### config.mk
export PLATFORM = sky130hd
export DESIGN_NAME = sm3_hash_engine_top_flat
export DESIGN_NICKNAME = d
export VERILOG_FILES = /design/src/design/sm3_pkg.sv /design/src/design/sm3_if.sv /design/src/design/sm3_hash_engine_top.sv /design/src/design/sm3_datapath.sv /design/src/design/sm3_ctrl.sv /design/src/flat_wrapper.sv
export SDC_FILE = /design/constraint.sdc
export NUM_CORES = 2
export LEC_CHECK = 0
export ABC_CLOCK_PERIOD_IN_PS = 14300
export BUFFER_PORTS_ARGS = -buffer_cell sky130_fd_sc_hd__buf_2
export CAP_MARGIN = 25
export CORE_ASPECT_RATIO = 1.1
export CORE_MARGIN = 2
export CORE_UTILIZATION = 40
export CTS_BUF_LIST = sky130_fd_sc_hd__clkbuf_16
export DETAILED_ROUTE_END_ITERATION = 10
export SLEW_MARGIN = 20
export SYNTH_ARGS = -nofsm -noshare
export SYNTH_HDL_FRONTEND = slang
export SYNTH_HIERARCHICAL = 1
export SYNTH_SLANG_ARGS = --single-unit
### constraint.sdc
create_clock -name clk_i -period 14.3 [get_ports clk_i]
set_input_delay 2.145 -clock clk_i [delete_from_list [all_inputs] [get_ports clk_i]]
set_output_delay 2.145 -clock clk_i [all_outputs]
set_load 0.01 [all_outputs]
### src/design/sm3_pkg.sv
`default_nettype none
// ----------------------------------------------------------------------------
// SM3 hash engine package
// Shared types, round constants and bit helpers for the SM3 hash engine.
// ----------------------------------------------------------------------------
package sm3_pkg;

  localparam int unsigned BlockBytes = 64;
  localparam int unsigned LenBytes   = 8;
  localparam int unsigned DigWords   = 8;

  localparam logic [31:0] T_LOW   = 32'h79CC4519;
  localparam logic [31:0] T_HIGH  = 32'h7A879D8A;
  localparam logic [7:0]  PAD_BYTE = 8'h80;

  localparam logic [31:0] IV [DigWords] = '{
    32'h7380166F, 32'h4914B2B9, 32'h172442D7, 32'hDA8A0600,
    32'hA96F30BC, 32'h163138AA, 32'hE38DEE4D, 32'hB0FB0E4E
  };

  // Source of the byte shifted into the block buffer
  typedef enum logic [1:0] {
    SRC_DATA,
    SRC_PAD,
    SRC_ZERO
  } byte_src_e;

  // Commands from the controller to the datapath
  typedef struct packed {
    logic      shift_byte;
    byte_src_e byte_src;
    logic      shift_len;
    logic      len_add;
    logic      load_work;
    logic      round_en;
    logic [5:0] round_idx;
    logic      update_cv;
    logic      restart;
    logic [2:0] out_idx;
  } sm3_cmd_t;

  function automatic logic [31:0] rotl(input logic [31:0] x, input logic [4:0] n);
    logic [63:0] dbl;
    dbl = {x, x} << n;
    return dbl[63:32];
  endfunction

  function automatic logic [31:0] perm0(input logic [31:0] x);
    return x ^ rotl(x, 5'd9) ^ rotl(x, 5'd17);
  endfunction

  function automatic logic [31:0] perm1(input logic [31:0] x);
    return x ^ rotl(x, 5'd15) ^ rotl(x, 5'd23);
  endfunction

  // Rotated round constant for round j
  function automatic logic [31:0] t_rot(input logic [5:0] j);
    return (j[5:4] == 2'b00) ? rotl(T_LOW, j[4:0]) : rotl(T_HIGH, j[4:0]);
  endfunction

endpackage
`default_nettype wire

### src/design/sm3_if.sv
`default_nettype none
// ----------------------------------------------------------------------------
// SM3 stream interfaces
// Byte input channel and digest word output channel, valid/ready handshake.
// ----------------------------------------------------------------------------
interface sm3_in_if;
  logic       valid;
  logic       ready;
  logic [7:0] data_byte;
  logic       byte_valid;
  logic       end_of_message;

  modport source (output valid, data_byte, byte_valid, end_of_message, input ready);
  modport sink   (input valid, data_byte, byte_valid, end_of_message, output ready);
endinterface

interface sm3_out_if;
  logic        valid;
  logic        ready;
  logic [31:0] digest_word;
  logic [2:0]  word_index;
  logic        last_word;

  modport source (output valid, digest_word, word_index, last_word, input ready);
  modport sink   (input valid, digest_word, word_index, last_word, output ready);
endinterface
`default_nettype wire

### src/design/sm3_hash_engine_top.sv
`default_nettype none
// ----------------------------------------------------------------------------
// SM3 hash engine top level
// Streams message bytes in and returns the 256-bit SM3 digest as 8 words.
// ----------------------------------------------------------------------------
// One message byte is taken per cycle while the engine is idle. Every 64th
// byte starts a block compression (64 rounds on the single round unit plus
// one chain update) during which no input beat is accepted. An end-of-message
// beat appends the pad byte, then zero bytes one per cycle until the block
// holds 56 bytes, then the 64-bit length; this costs one or two
// compressions, after which the digest goes out as eight beats, word 0
// first, and the engine returns to the initial vector for the next message.
module sm3_hash_engine_top
  import sm3_pkg::*;
(
  input  wire logic clk_i,
  input  wire logic rst_ni,
  sm3_in_if.sink    in_ch,
  sm3_out_if.source out_ch
);

  sm3_cmd_t cmd;

  sm3_ctrl u_ctrl (
    .clk_i            (clk_i),
    .rst_ni           (rst_ni),
    .in_valid_i       (in_ch.valid),
    .byte_valid_i     (in_ch.byte_valid),
    .end_of_message_i (in_ch.end_of_message),
    .in_ready_o       (in_ch.ready),
    .out_valid_o      (out_ch.valid),
    .out_ready_i      (out_ch.ready),
    .word_index_o     (out_ch.word_index),
    .last_word_o      (out_ch.last_word),
    .cmd_o            (cmd)
  );

  sm3_datapath u_datapath (
    .clk_i         (clk_i),
    .rst_ni        (rst_ni),
    .cmd_i         (cmd),
    .data_byte_i   (in_ch.data_byte),
    .digest_word_o (out_ch.digest_word)
  );

endmodule
`default_nettype wire

### src/design/sm3_datapath.sv
`default_nettype none
// ----------------------------------------------------------------------------
// SM3 datapath
// Block buffer / expansion window, bit length, chain value and one
// compression round per cycle.
// ----------------------------------------------------------------------------
module sm3_datapath
  import sm3_pkg::*;
(
  input  wire logic     clk_i,
  input  wire logic     rst_ni,
  input  wire sm3_cmd_t cmd_i,
  input  wire logic [7:0] data_byte_i,
  output logic [31:0]   digest_word_o
);

  // 16-word window; word 0 sits in the top bits
  logic [511:0] msg_q, msg_d;
  logic [63:0]  len_q, len_d;
  logic [31:0]  cv_q [DigWords];
  logic [31:0]  a_q, b_q, c_q, d_q, e_q, f_q, g_q, h_q;

  logic [7:0]  byte_in;
  logic [31:0] w0, w3, w4, w7, w10, w13, w_new;
  logic [31:0] a12, ss1, ss2, ff, gg, tt1, tt2;

  // Pick the byte to shift in
  always_comb begin
    case (cmd_i.byte_src)
      SRC_DATA: byte_in = data_byte_i;
      SRC_PAD:  byte_in = PAD_BYTE;
      SRC_ZERO: byte_in = 8'h00;
      default:  byte_in = 8'h00;
    endcase
  end

  // Window taps and message expansion
  assign w0  = msg_q[511:480];
  assign w3  = msg_q[415:384];
  assign w4  = msg_q[383:352];
  assign w7  = msg_q[287:256];
  assign w10 = msg_q[191:160];
  assign w13 = msg_q[95:64];
  assign w_new = perm1(w0 ^ w7 ^ rotl(w13, 5'd15)) ^ rotl(w3, 5'd7) ^ w10;

  // One compression round
  always_comb begin
    a12 = rotl(a_q, 5'd12);
    ss1 = rotl(a12 + e_q + t_rot(cmd_i.round_idx), 5'd7);
    ss2 = ss1 ^ a12;
    if (cmd_i.round_idx[5:4] == 2'b00) begin
      ff = a_q ^ b_q ^ c_q;
      gg = e_q ^ f_q ^ g_q;
    end else begin
      ff = (a_q & b_q) | (a_q & c_q) | (b_q & c_q);
      gg = (e_q & f_q) | (~e_q & g_q);
    end
    tt1 = ff + d_q + ss2 + (w0 ^ w4);
    tt2 = gg + h_q + ss1 + w0;
  end

  // Buffer update: byte shift, length append or round shift
  always_comb begin
    msg_d = msg_q;
    if (cmd_i.shift_byte) begin
      msg_d = {msg_q[503:0], byte_in};
    end else if (cmd_i.shift_len) begin
      msg_d = {msg_q[447:0], len_q};
    end else if (cmd_i.round_en) begin
      msg_d = {msg_q[479:0], w_new};
    end
  end

  always_comb begin
    len_d = len_q;
    if (cmd_i.restart) begin
      len_d = '0;
    end else if (cmd_i.len_add) begin
      len_d = len_q + 64'd8;
    end
  end

  always_ff @(posedge clk_i) begin
    msg_q <= msg_d;
  end

  always_ff @(posedge clk_i or negedge rst_ni) begin
    if (!rst_ni) begin
      len_q <= '0;
    end else begin
      len_q <= len_d;
    end
  end

  // Working variables: load from chain value, then advance one round
  always_ff @(posedge clk_i) begin
    if (cmd_i.load_work) begin
      a_q <= cv_q[0]; b_q <= cv_q[1]; c_q <= cv_q[2]; d_q <= cv_q[3];
      e_q <= cv_q[4]; f_q <= cv_q[5]; g_q <= cv_q[6]; h_q <= cv_q[7];
    end else if (cmd_i.round_en) begin
      d_q <= c_q;
      c_q <= rotl(b_q, 5'd9);
      b_q <= a_q;
      a_q <= tt1;
      h_q <= g_q;
      g_q <= rotl(f_q, 5'd19);
      f_q <= e_q;
      e_q <= perm0(tt2);
    end
  end

  // Chain value: fold in the block result, or return to the initial vector
  always_ff @(posedge clk_i or negedge rst_ni) begin
    if (!rst_ni) begin
      cv_q <= IV;
    end else if (cmd_i.restart) begin
      cv_q <= IV;
    end else if (cmd_i.update_cv) begin
      cv_q[0] <= cv_q[0] ^ a_q;
      cv_q[1] <= cv_q[1] ^ b_q;
      cv_q[2] <= cv_q[2] ^ c_q;
      cv_q[3] <= cv_q[3] ^ d_q;
      cv_q[4] <= cv_q[4] ^ e_q;
      cv_q[5] <= cv_q[5] ^ f_q;
      cv_q[6] <= cv_q[6] ^ g_q;
      cv_q[7] <= cv_q[7] ^ h_q;
    end
  end

  assign digest_word_o = cv_q[cmd_i.out_idx];

endmodule
`default_nettype wire

### src/design/sm3_ctrl.sv
`default_nettype none
// ----------------------------------------------------------------------------
// SM3 controller
// Sequences byte intake, padding, the 64 rounds and the digest beats.
// ----------------------------------------------------------------------------
module sm3_ctrl
  import sm3_pkg::*;
(
  input  wire logic clk_i,
  input  wire logic rst_ni,
  input  wire logic in_valid_i,
  input  wire logic byte_valid_i,
  input  wire logic end_of_message_i,
  output logic      in_ready_o,
  output logic      out_valid_o,
  input  wire logic out_ready_i,
  output logic [2:0] word_index_o,
  output logic      last_word_o,
  output sm3_cmd_t  cmd_o
);

  localparam logic [2:0] S_IDLE   = 3'd0;
  localparam logic [2:0] S_ROUND  = 3'd1;
  localparam logic [2:0] S_UPDATE = 3'd2;
  localparam logic [2:0] S_PAD80  = 3'd3;
  localparam logic [2:0] S_PADZ   = 3'd4;
  localparam logic [2:0] S_EMIT   = 3'd5;

  localparam logic [6:0] FillFull = 7'(BlockBytes);
  localparam logic [6:0] FillLast = 7'(BlockBytes - 1);
  localparam logic [6:0] FillLen  = 7'(BlockBytes - LenBytes);

  logic [2:0] state_q, state_d;
  logic [6:0] fill_q, fill_d;
  logic [5:0] rnd_q, rnd_d;
  logic [2:0] idx_q, idx_d;
  logic       end_q, end_d;
  logic       pad_q, pad_d;
  logic       last_q, last_d;

  assign in_ready_o   = (state_q == S_IDLE);
  assign out_valid_o  = (state_q == S_EMIT);
  assign word_index_o = idx_q;
  assign last_word_o  = (idx_q == 3'd7);

  // Next state and datapath commands
  always_comb begin
    state_d = state_q;
    fill_d  = fill_q;
    rnd_d   = rnd_q;
    idx_d   = idx_q;
    end_d   = end_q;
    pad_d   = pad_q;
    last_d  = last_q;
    cmd_o   = '0;
    cmd_o.byte_src  = SRC_DATA;
    cmd_o.round_idx = rnd_q;
    cmd_o.out_idx   = idx_q;

    case (state_q)
      S_IDLE: begin
        if (in_valid_i) begin
          end_d = end_of_message_i;
          if (byte_valid_i) begin
            cmd_o.shift_byte = 1'b1;
            cmd_o.len_add    = 1'b1;
            fill_d = fill_q + 7'd1;
          end
          if (byte_valid_i && fill_q == FillLast) begin
            cmd_o.load_work = 1'b1;
            rnd_d   = '0;
            state_d = S_ROUND;
          end else if (end_of_message_i) begin
            state_d = S_PAD80;
          end
        end
      end
      S_ROUND: begin
        cmd_o.round_en = 1'b1;
        rnd_d = rnd_q + 6'd1;
        if (rnd_q == 6'd63) begin
          state_d = S_UPDATE;
        end
      end
      S_UPDATE: begin
        cmd_o.update_cv = 1'b1;
        fill_d = '0;
        if (!end_q) begin
          state_d = S_IDLE;
        end else if (!pad_q) begin
          state_d = S_PAD80;
        end else if (last_q) begin
          idx_d   = '0;
          state_d = S_EMIT;
        end else begin
          state_d = S_PADZ;
        end
      end
      S_PAD80: begin
        cmd_o.shift_byte = 1'b1;
        cmd_o.byte_src   = SRC_PAD;
        fill_d = fill_q + 7'd1;
        pad_d  = 1'b1;
        if (fill_q == FillLast) begin
          cmd_o.load_work = 1'b1;
          rnd_d   = '0;
          state_d = S_ROUND;
        end else begin
          state_d = S_PADZ;
        end
      end
      S_PADZ: begin
        if (fill_q == FillLen) begin
          // append the bit length and close the final block
          cmd_o.shift_len = 1'b1;
          cmd_o.load_work = 1'b1;
          fill_d  = FillFull;
          last_d  = 1'b1;
          rnd_d   = '0;
          state_d = S_ROUND;
        end else begin
          cmd_o.shift_byte = 1'b1;
          cmd_o.byte_src   = SRC_ZERO;
          fill_d = fill_q + 7'd1;
          if (fill_q == FillLast) begin
            cmd_o.load_work = 1'b1;
            rnd_d   = '0;
            state_d = S_ROUND;
          end
        end
      end
      S_EMIT: begin
        if (out_ready_i) begin
          idx_d = idx_q + 3'd1;
          if (idx_q == 3'd7) begin
            cmd_o.restart = 1'b1;
            end_d   = 1'b0;
            pad_d   = 1'b0;
            last_d  = 1'b0;
            state_d = S_IDLE;
          end
        end
      end
      default: begin
        state_d = S_IDLE;
      end
    endcase
  end

  always_ff @(posedge clk_i or negedge rst_ni) begin
    if (!rst_ni) begin
      state_q <= S_IDLE;
      fill_q  <= '0;
      rnd_q   <= '0;
      idx_q   <= '0;
      end_q   <= 1'b0;
      pad_q   <= 1'b0;
      last_q  <= 1'b0;
    end else begin
      state_q <= state_d;
      fill_q  <= fill_d;
      rnd_q   <= rnd_d;
      idx_q   <= idx_d;
      end_q   <= end_d;
      pad_q   <= pad_d;
      last_q  <= last_d;
    end
  end

  // Rounds run only on a full block
  a_round_full: assert property (@(posedge clk_i) disable iff (!rst_ni)
    state_q == S_ROUND |-> fill_q == FillFull)
    else $error("compression running on a partial block");

  // Round counter steps by one inside a compression
  a_round_step: assert property (@(posedge clk_i) disable iff (!rst_ni)
    (state_q == S_ROUND && rnd_q != 6'd63) |=>
      (state_q == S_ROUND && rnd_q == $past(rnd_q) + 6'd1))
    else $error("round sequence broken");

  // Length block only after the pad byte
  a_last_after_pad: assert property (@(posedge clk_i) disable iff (!rst_ni)
    last_q |-> (pad_q && end_q))
    else $error("length appended without padding");

  // Digest beats start only after the final chain update
  a_emit_entry: assert property (@(posedge clk_i) disable iff (!rst_ni)
    (state_q == S_EMIT && $past(state_q) != S_EMIT) |->
      ($past(state_q) == S_UPDATE && idx_q == 3'd0))
    else $error("digest emitted before final block");

endmodule
`default_nettype wire
### src/flat_wrapper.sv
// flat-port wrapper written by rule: the top's interface ports become plain ports
module sm3_hash_engine_top_flat import sm3_pkg::*;
  (clk_i, rst_ni, in_ch_valid, in_ch_data_byte, in_ch_byte_valid, in_ch_end_of_message, in_ch_ready, out_ch_valid, out_ch_digest_word, out_ch_word_index, out_ch_last_word, out_ch_ready);
  sm3_in_if in_ch_i ();
  sm3_out_if out_ch_i ();
  input  wire logic clk_i;
  input  wire logic rst_ni;
  input wire logic [$bits(in_ch_i.valid)-1:0] in_ch_valid;
  input wire logic [$bits(in_ch_i.data_byte)-1:0] in_ch_data_byte;
  input wire logic [$bits(in_ch_i.byte_valid)-1:0] in_ch_byte_valid;
  input wire logic [$bits(in_ch_i.end_of_message)-1:0] in_ch_end_of_message;
  output wire logic [$bits(in_ch_i.ready)-1:0] in_ch_ready;
  output wire logic [$bits(out_ch_i.valid)-1:0] out_ch_valid;
  output wire logic [$bits(out_ch_i.digest_word)-1:0] out_ch_digest_word;
  output wire logic [$bits(out_ch_i.word_index)-1:0] out_ch_word_index;
  output wire logic [$bits(out_ch_i.last_word)-1:0] out_ch_last_word;
  input wire logic [$bits(out_ch_i.ready)-1:0] out_ch_ready;
  assign in_ch_i.valid = in_ch_valid;
  assign in_ch_i.data_byte = in_ch_data_byte;
  assign in_ch_i.byte_valid = in_ch_byte_valid;
  assign in_ch_i.end_of_message = in_ch_end_of_message;
  assign in_ch_ready = in_ch_i.ready;
  assign out_ch_valid = out_ch_i.valid;
  assign out_ch_digest_word = out_ch_i.digest_word;
  assign out_ch_word_index = out_ch_i.word_index;
  assign out_ch_last_word = out_ch_i.last_word;
  assign out_ch_i.ready = out_ch_ready;
  sm3_hash_engine_top u_core (.clk_i(clk_i), .rst_ni(rst_ni), .in_ch(in_ch_i), .out_ch(out_ch_i));
endmodule
# Yosys cells after proc, flatten, opt, wreduce, memory -nomap -nowiden
# Cells that the tools add are included.
# W data, S select, Z words.
[totals]
inputBits = 14
wordCells = 197
regBits = 1110
output_inout_bits = 38
[classes]
n_shift = 2
add_sub_neg = 12
n_eq_ne = 22
n_mux = 82
n_lt_le_gt_ge = 1
reduce_logical = 21
n_bitwise = 32
[op_table]
columns = ["op", "count"]
rows = [
  ["$mux W512", 3],
  ["$xor A32 B32 Y32", 22],
  ["$mux W32", 21],
  ["$mux W256", 2],
  ["$add A32 B32 Y32", 8],
  ["$and A32 B32 Y32", 5],
  ["$mux W64", 2],
  ["$shl A63 B5 Y64 const A", 2],
  ["$bmux W32 S3", 1],
  ["$or A32 B32 Y32", 3],
  ["$add A64 B4 Y64 const B", 1],
  ["$mux W3", 16],
  ["$not A32 Y32", 1],
  ["$pmux W7 S4", 1],
  ["$mux W6", 4],
  ["$pmux W6 S4", 1],
  ["$mux W7", 3],
  ["$mux W1", 18],
  ["$pmux W3 S6", 1],
  ["$pmux W8 S2", 1],
  ["$eq A7 B6 Y1 const B", 2],
  ["$ne A2 B2 Y1 const B", 7],
  ["$reduce_bool A2 Y1", 7],
  ["$eq A3 B3 Y1 const B", 3],
  ["other kinds (26)", 37],
]

# Longest topological paths before layout
[logic_depth]
ltp_word = 11
depth_mapped = 41
depth_no_buf = 37

# By module
# Netlist, hierarchy kept.
[modules_own_cells]
columns = ["module", "instances", "cells_each", "area_per_inst_um2"]
rows = [
  ["sm3_datapath", 1, 6339, 67537.3],
  ["sm3_ctrl", 1, 155, 1413.9],
]

# Least setup slack after synthesis
# Ideal clock, no wire load.
[synth_path]
kind = "input to register"
start = "input port in_ch_valid"
end = "register u_core.u_datapath.msg_q[0], enable pin"
arrival_time_ps = 14272
required_time_ps = 13391
path_stages = 6
path_buffers = 3
slack_ps = -881
cell_sequence = "a21oi_2 > o41ai_2 > clkbuf_1 > clkbuf_1 > clkbuf_1 > or3_1"
[synth_rtl]
columns = ["item", "line_no", "rtl"]
rows = [
  ["start, declared", "flat_wrapper.sv:8", "input wire logic [$bits(in_ch_i.valid)-1:0] in_ch_valid;"],
  ["end signal, assigned", "sm3_datapath.sv:84", "msg_q <= msg_d;"],
  ["end, declared", "sm3_datapath.sv:18", "logic [511:0] msg_q, msg_d;"],
]

# Final worst setup path
[layout_path]
start = "register u_core.u_ctrl.rnd_q[4]"
end = "register u_core.u_datapath.e_q[20], data pin"
[layout_between]
elab_chain_cells = 9
word_cells_on_any_way = 13
cone_classes = "4 x add/sub; 2 x shift; 4 x mux; 2 x bitwise; 1 x reduce/logical"
[layout_lines]
columns = ["item", "line_no", "rtl"]
rows = [
  ["start, declared", "sm3_ctrl.sv:35", "logic [5:0] rnd_q, rnd_d;"],
  ["start signal, assigned", "sm3_ctrl.sv:162", "rnd_q <= rnd_d;"],
  ["$shl A63 B5 Y64 or $logic_not A2 Y1 (tied branches)", "sm3_pkg.sv:44, sm3_pkg.sv:58, sm3_datapath.sv:51", ""],
  ["$mux W32, on equally long branches", "sm3_pkg.sv:58, sm3_datapath.sv:51", ""],
  ["$add A32 B32 Y32, on equally long branches", "sm3_datapath.sv:49, sm3_datapath.sv:59", ""],
  ["$add A32 B32 Y32 * (2 in a row)", "sm3_datapath.sv:59", "tt2 = gg + h_q + ss1 + w0;"],
  ["$xor A32 B32 Y32", "sm3_pkg.sv:49", "return x ^ rotl(x, 5'd9) ^ rotl(x, 5'd17);"],
  ["$xor A32 B32 Y32 *", "sm3_pkg.sv:49", ""],
  ["$mux W32 *", "sm3_datapath.sv:100", "end else if (cmd_i.round_en) begin"],
  ["$mux W32 *", "sm3_datapath.sv:97", "if (cmd_i.load_work) begin"],
  ["end signal, assigned", "sm3_datapath.sv:99", "e_q <= cv_q[4]; f_q <= cv_q[5]; g_q <= cv_q[6]; h_q <= cv_q[7];"],
  ["end signal, assigned", "sm3_datapath.sv:108", "e_q <= perm0(tt2);"],
  ["end, declared", "sm3_datapath.sv:21", "logic [31:0] a_q, b_q, c_q, d_q, e_q, f_q, g_q, h_q;"],
]
# Every way passes the cells marked *; elsewhere a longest branch is shown, timed or not. The select of a mux whose other input is x is not followed.
# A chain may end at the register's enable or synchronous reset.

==> key figures <==
Global route
  • Most Crowded Layer GR: met2
  • Antenna violations before repair: 8
  • First-pass GRT wire length: 326000 um
  • Largest net degree at the start of global routing: 268
  • Global Route met3 Usage: 3.40%
  • Global-route usage over all layers: 25.2%
  • Vias in the first global route: 47857
  • Grt total ovfl: 0
  • GR Util met2: 42.2%
  • Met1 usage: 32.7%

Clocking
  • Clk sink count: 1107
  • CTS max path bufs: 3
  • H-tree Lvls: 4
  • CTS clock-pin slew for the worst setup and hold paths: 60 ps
  • CTS buffer count: 132
  • CTS root buffer: clkbuf_16
  • CTS tree: built
  • Clk_lat worst skew: 800 ps
  • Cts repair resizes: 0
  • Hold Buf Count CTS: 0
  • Post-CTS Repair Setup Buffers: 0

Placed design
  • Buffers added on ports: 51
  • RePlAce Congestion: 1.01
  • DP HPWL: 164000 um

STA
  • Slew headroom: 24.0%
  • RSZ-0062 raised after global routing: false
  • Setup_tns: 0 ps
  • Worst Clk Skew: 32.5 ps
  • Max Clk Rate: 91.0 MHz
  • Final setup violation count: 0
  • Fin crit period: 10980 ps
  • Final-report hold violation count: 0
  • Final Slew Violations: 0
  • Least-Margin Pin Slew: 1130 ps
  • Final worst-path cycle share: 76.8%

Worst setup path
  • Top fanout value on the critical path: 35
  • CP max stage delay: 870 ps
  • Arr. time, crit path: 11610 ps
  • CP endpoint kind: flip-flop
  • Critical path's slowest cell: o41ai_1
  • Startpoint Class: flip-flop
  • Worst EP required: 14930 ps
  • Most frequent CP cell: fa_1
  • Crit path buf inv count: 4
  • Family with the most delay on the worst path: compound AO/OA/AOI/OAI gates
  • Worst setup path class: reg2reg

Synthesis
  • Mapped cell area: 69000 sq um
  • FF+latch count, synth: 1107
  • Synth Warn #: 6
  • Synthesized instance count: 6494
  • Unique masters post-synth: 100
  • Async SR Flop Fraction: 30.6%
  • Post-synth EDFFs: 768
  • Mean post-synth cell area: 10.6 sq um
  • Seq/Total Area, Yosys: 46.0%
  • Synthesized net count: 6798
  • Synth Flop Type: edfxtp_1

Drt
  • Initial DRC count: 4609
  • Pre-antenna DRT Iters: 8
  • Vias: 49339
  • Wire length per cell: 25.6 um
  • Final wirelength: 223000 um
  • Post-route ant nets: 0
  • Drc violations: 0
  • Vias per Instance: 5.65

Layout
  • Nets@finish: 6673
  • Commonest non-fill, non-tap cell in the layout: nand2_1
  • Layout overhead on the synthesized area: 9.51%
  • Most frequent cells in the layout: nand2_1 (928), edfxtp_1 (768), o21ai_0 (762)
  • # fillers: 16080
  • Share of layout cells above drive strength 1: 11.2%

Floorplanning
  • Width of the die: 400 um
  • Core Box Area: 171000 sq um
  • # IOs: 52
  • # rows: 159
  • Initial core utilization: 40.3%
  • Die area: 176000 sq um
  • Die Ht: 439 um

Outcome
  • Outcome: finished clean

Hold path
  • HP Class: reg2reg

Flow run
  • Max Cap Viol: 0
==> path summary, 6_finish.rpt <==
| check | from | end | slack, ps | cells after the start |
|---|---|---|---|---|
| worst max register to register | u_core/u_ctrl/rnd_q[4] | u_core/u_datapath/e_q[20] | 3320 | 34 |
| worst min register to register | u_core/u_ctrl/last_q | u_core/u_ctrl/last_q | 510 | 1 |
| min in group asynchronous | rst_ni | u_core/u_datapath/cv_q[44] | 1400 | 1 |
| max in group asynchronous | rst_ni | u_core/u_datapath/cv_q[40] | 10870 | 3 |
| worst min-delay path | u_core/u_ctrl/last_q | u_core/u_ctrl/last_q | 510 | 1 |
| worst max-delay path | u_core/u_ctrl/rnd_q[4] | u_core/u_datapath/e_q[20] | 3320 | 34 |
==> worst register-to-register path: cells and delay by family, from the launching register on <==
family	cells	cell delay, ps
buffers and inverters	4	1210
adders and majority gates	7	3000
AOI/OAI and AO/OA	14	4220
xor gates and xnor gates	3	1210
DFF	1	320
and+or+nand+nor	3	220
muxes	3	660
==> flip-flops by register name (all words and copies together) (netlist names), 32 cells and up <==
| signal | flops |
|---|---|
| u_core/u_datapath/cv_q | 256 |
| u_core/u_datapath/d_q | 32 |
| u_core/u_datapath/msg_q | 512 |
| u_core/u_datapath/a_q | 32 |
| u_core/u_datapath/g_q | 32 |
| u_core/u_datapath/f_q | 32 |
| u_core/u_datapath/h_q | 32 |
| u_core/u_datapath/c_q | 32 |
| u_core/u_datapath/len_q | 61 |
| u_core/u_datapath/b_q | 32 |
| u_core/u_datapath/e_q | 32 |
==> cell usage after synthesis (15+ instances only) <==
cell type / count / area [sq um]
mux2i_1: 541 / 5420
xor2_1: 256 / 2240
clkbuf_1: 303 / 1140
nand2_1: 928 / 3480
fa_1: 188 / 3760
buf_1: 58 / 218
xnor2_1: 324 / 2840
nand4_1: 15 / 93.8
mux4_2: 64 / 1440
edfxtp_1: 768 / 23100
o21ai_0: 762 / 3810
and3_1: 145 / 907
mux2_2: 212 / 2390
o211ai_1: 28 / 210
or3_1: 32 / 200
nand2b_1: 17 / 106
o21bai_1: 132 / 991
a21oi_1: 288 / 1440
nor3_1: 36 / 180
ha_1: 102 / 1280
inv_1: 302 / 1130
a31oi_1: 19 / 119
dfrtp_1: 220 / 5510
nor2_1: 297 / 1110
a21o_1: 35 / 263
dfstp_2: 119 / 3130
a211oi_1: 16 / 120
nand3_1: 75 / 375
==> per-layer routing <==
layer	up-vias	part of all wire, %
li1	22679	-
met1	24898	41
met2	1433	49
met3	327	5.1
met4	2	4.7
met5	-	0.0058
==> area by class of cell <==
type | instances | area [sq um] | share of cell area [%]
diodes | 4 | 10.0 | 0.0133
clock buffers | 136 | 3400 | 4.51
clock inverters | 101 | 777 | 1.03
inverters | 304 | 1150 | 1.52
multi-input cells | 4709 | 34700 | 46.0
flip-flops and latches | 1107 | 31700 | 42.0
well taps | 2254 | 2820 | 3.73
repair buffers | 115 | 908 | 1.20
==> cell families (layout without fill, tap and decap cells) <==
group / count (synthesis) / after routing / share of synthesized area (%)
simple gates: 1618 / 1618 / 10.2
compound gates: 1391 / 1391 / 11.6
flops: 1107 / 1107 / 46.0
mux: 818 / 818 / 13.4
buf+inv: 678 / 656 / 3.74
xor+xnor: 591 / 591 / 7.74
fa+ha+maj: 291 / 291 / 7.32
other cells: 0 / 4 / 0
==> per-stage QoR <==
| step | worst slack, ps | utilization, % | area, sq um | instances | hold WS, ps |
|---|---|---|---|---|---|
| floorplan | 4370 | - | 69000 | 6494 | 463 |
| global placement | 3510 | 41.6 | 71200 | 8484 | 503 |
| detailed placement | 3400 | 41.7 | 71200 | 8485 | 505 |
| CTS | 3390 | 44.1 | 75400 | 8722 | 521 |
| global route | 2720 | 44.2 | 75500 | 8726 | 547 |
| finish | 3320 | 44.2 | 75500 | 8730 | 513 |
Power is left out: the tool's default activity adds up to more than one toggle a clock period on the data nets, which glitch-free logic cannot reach.
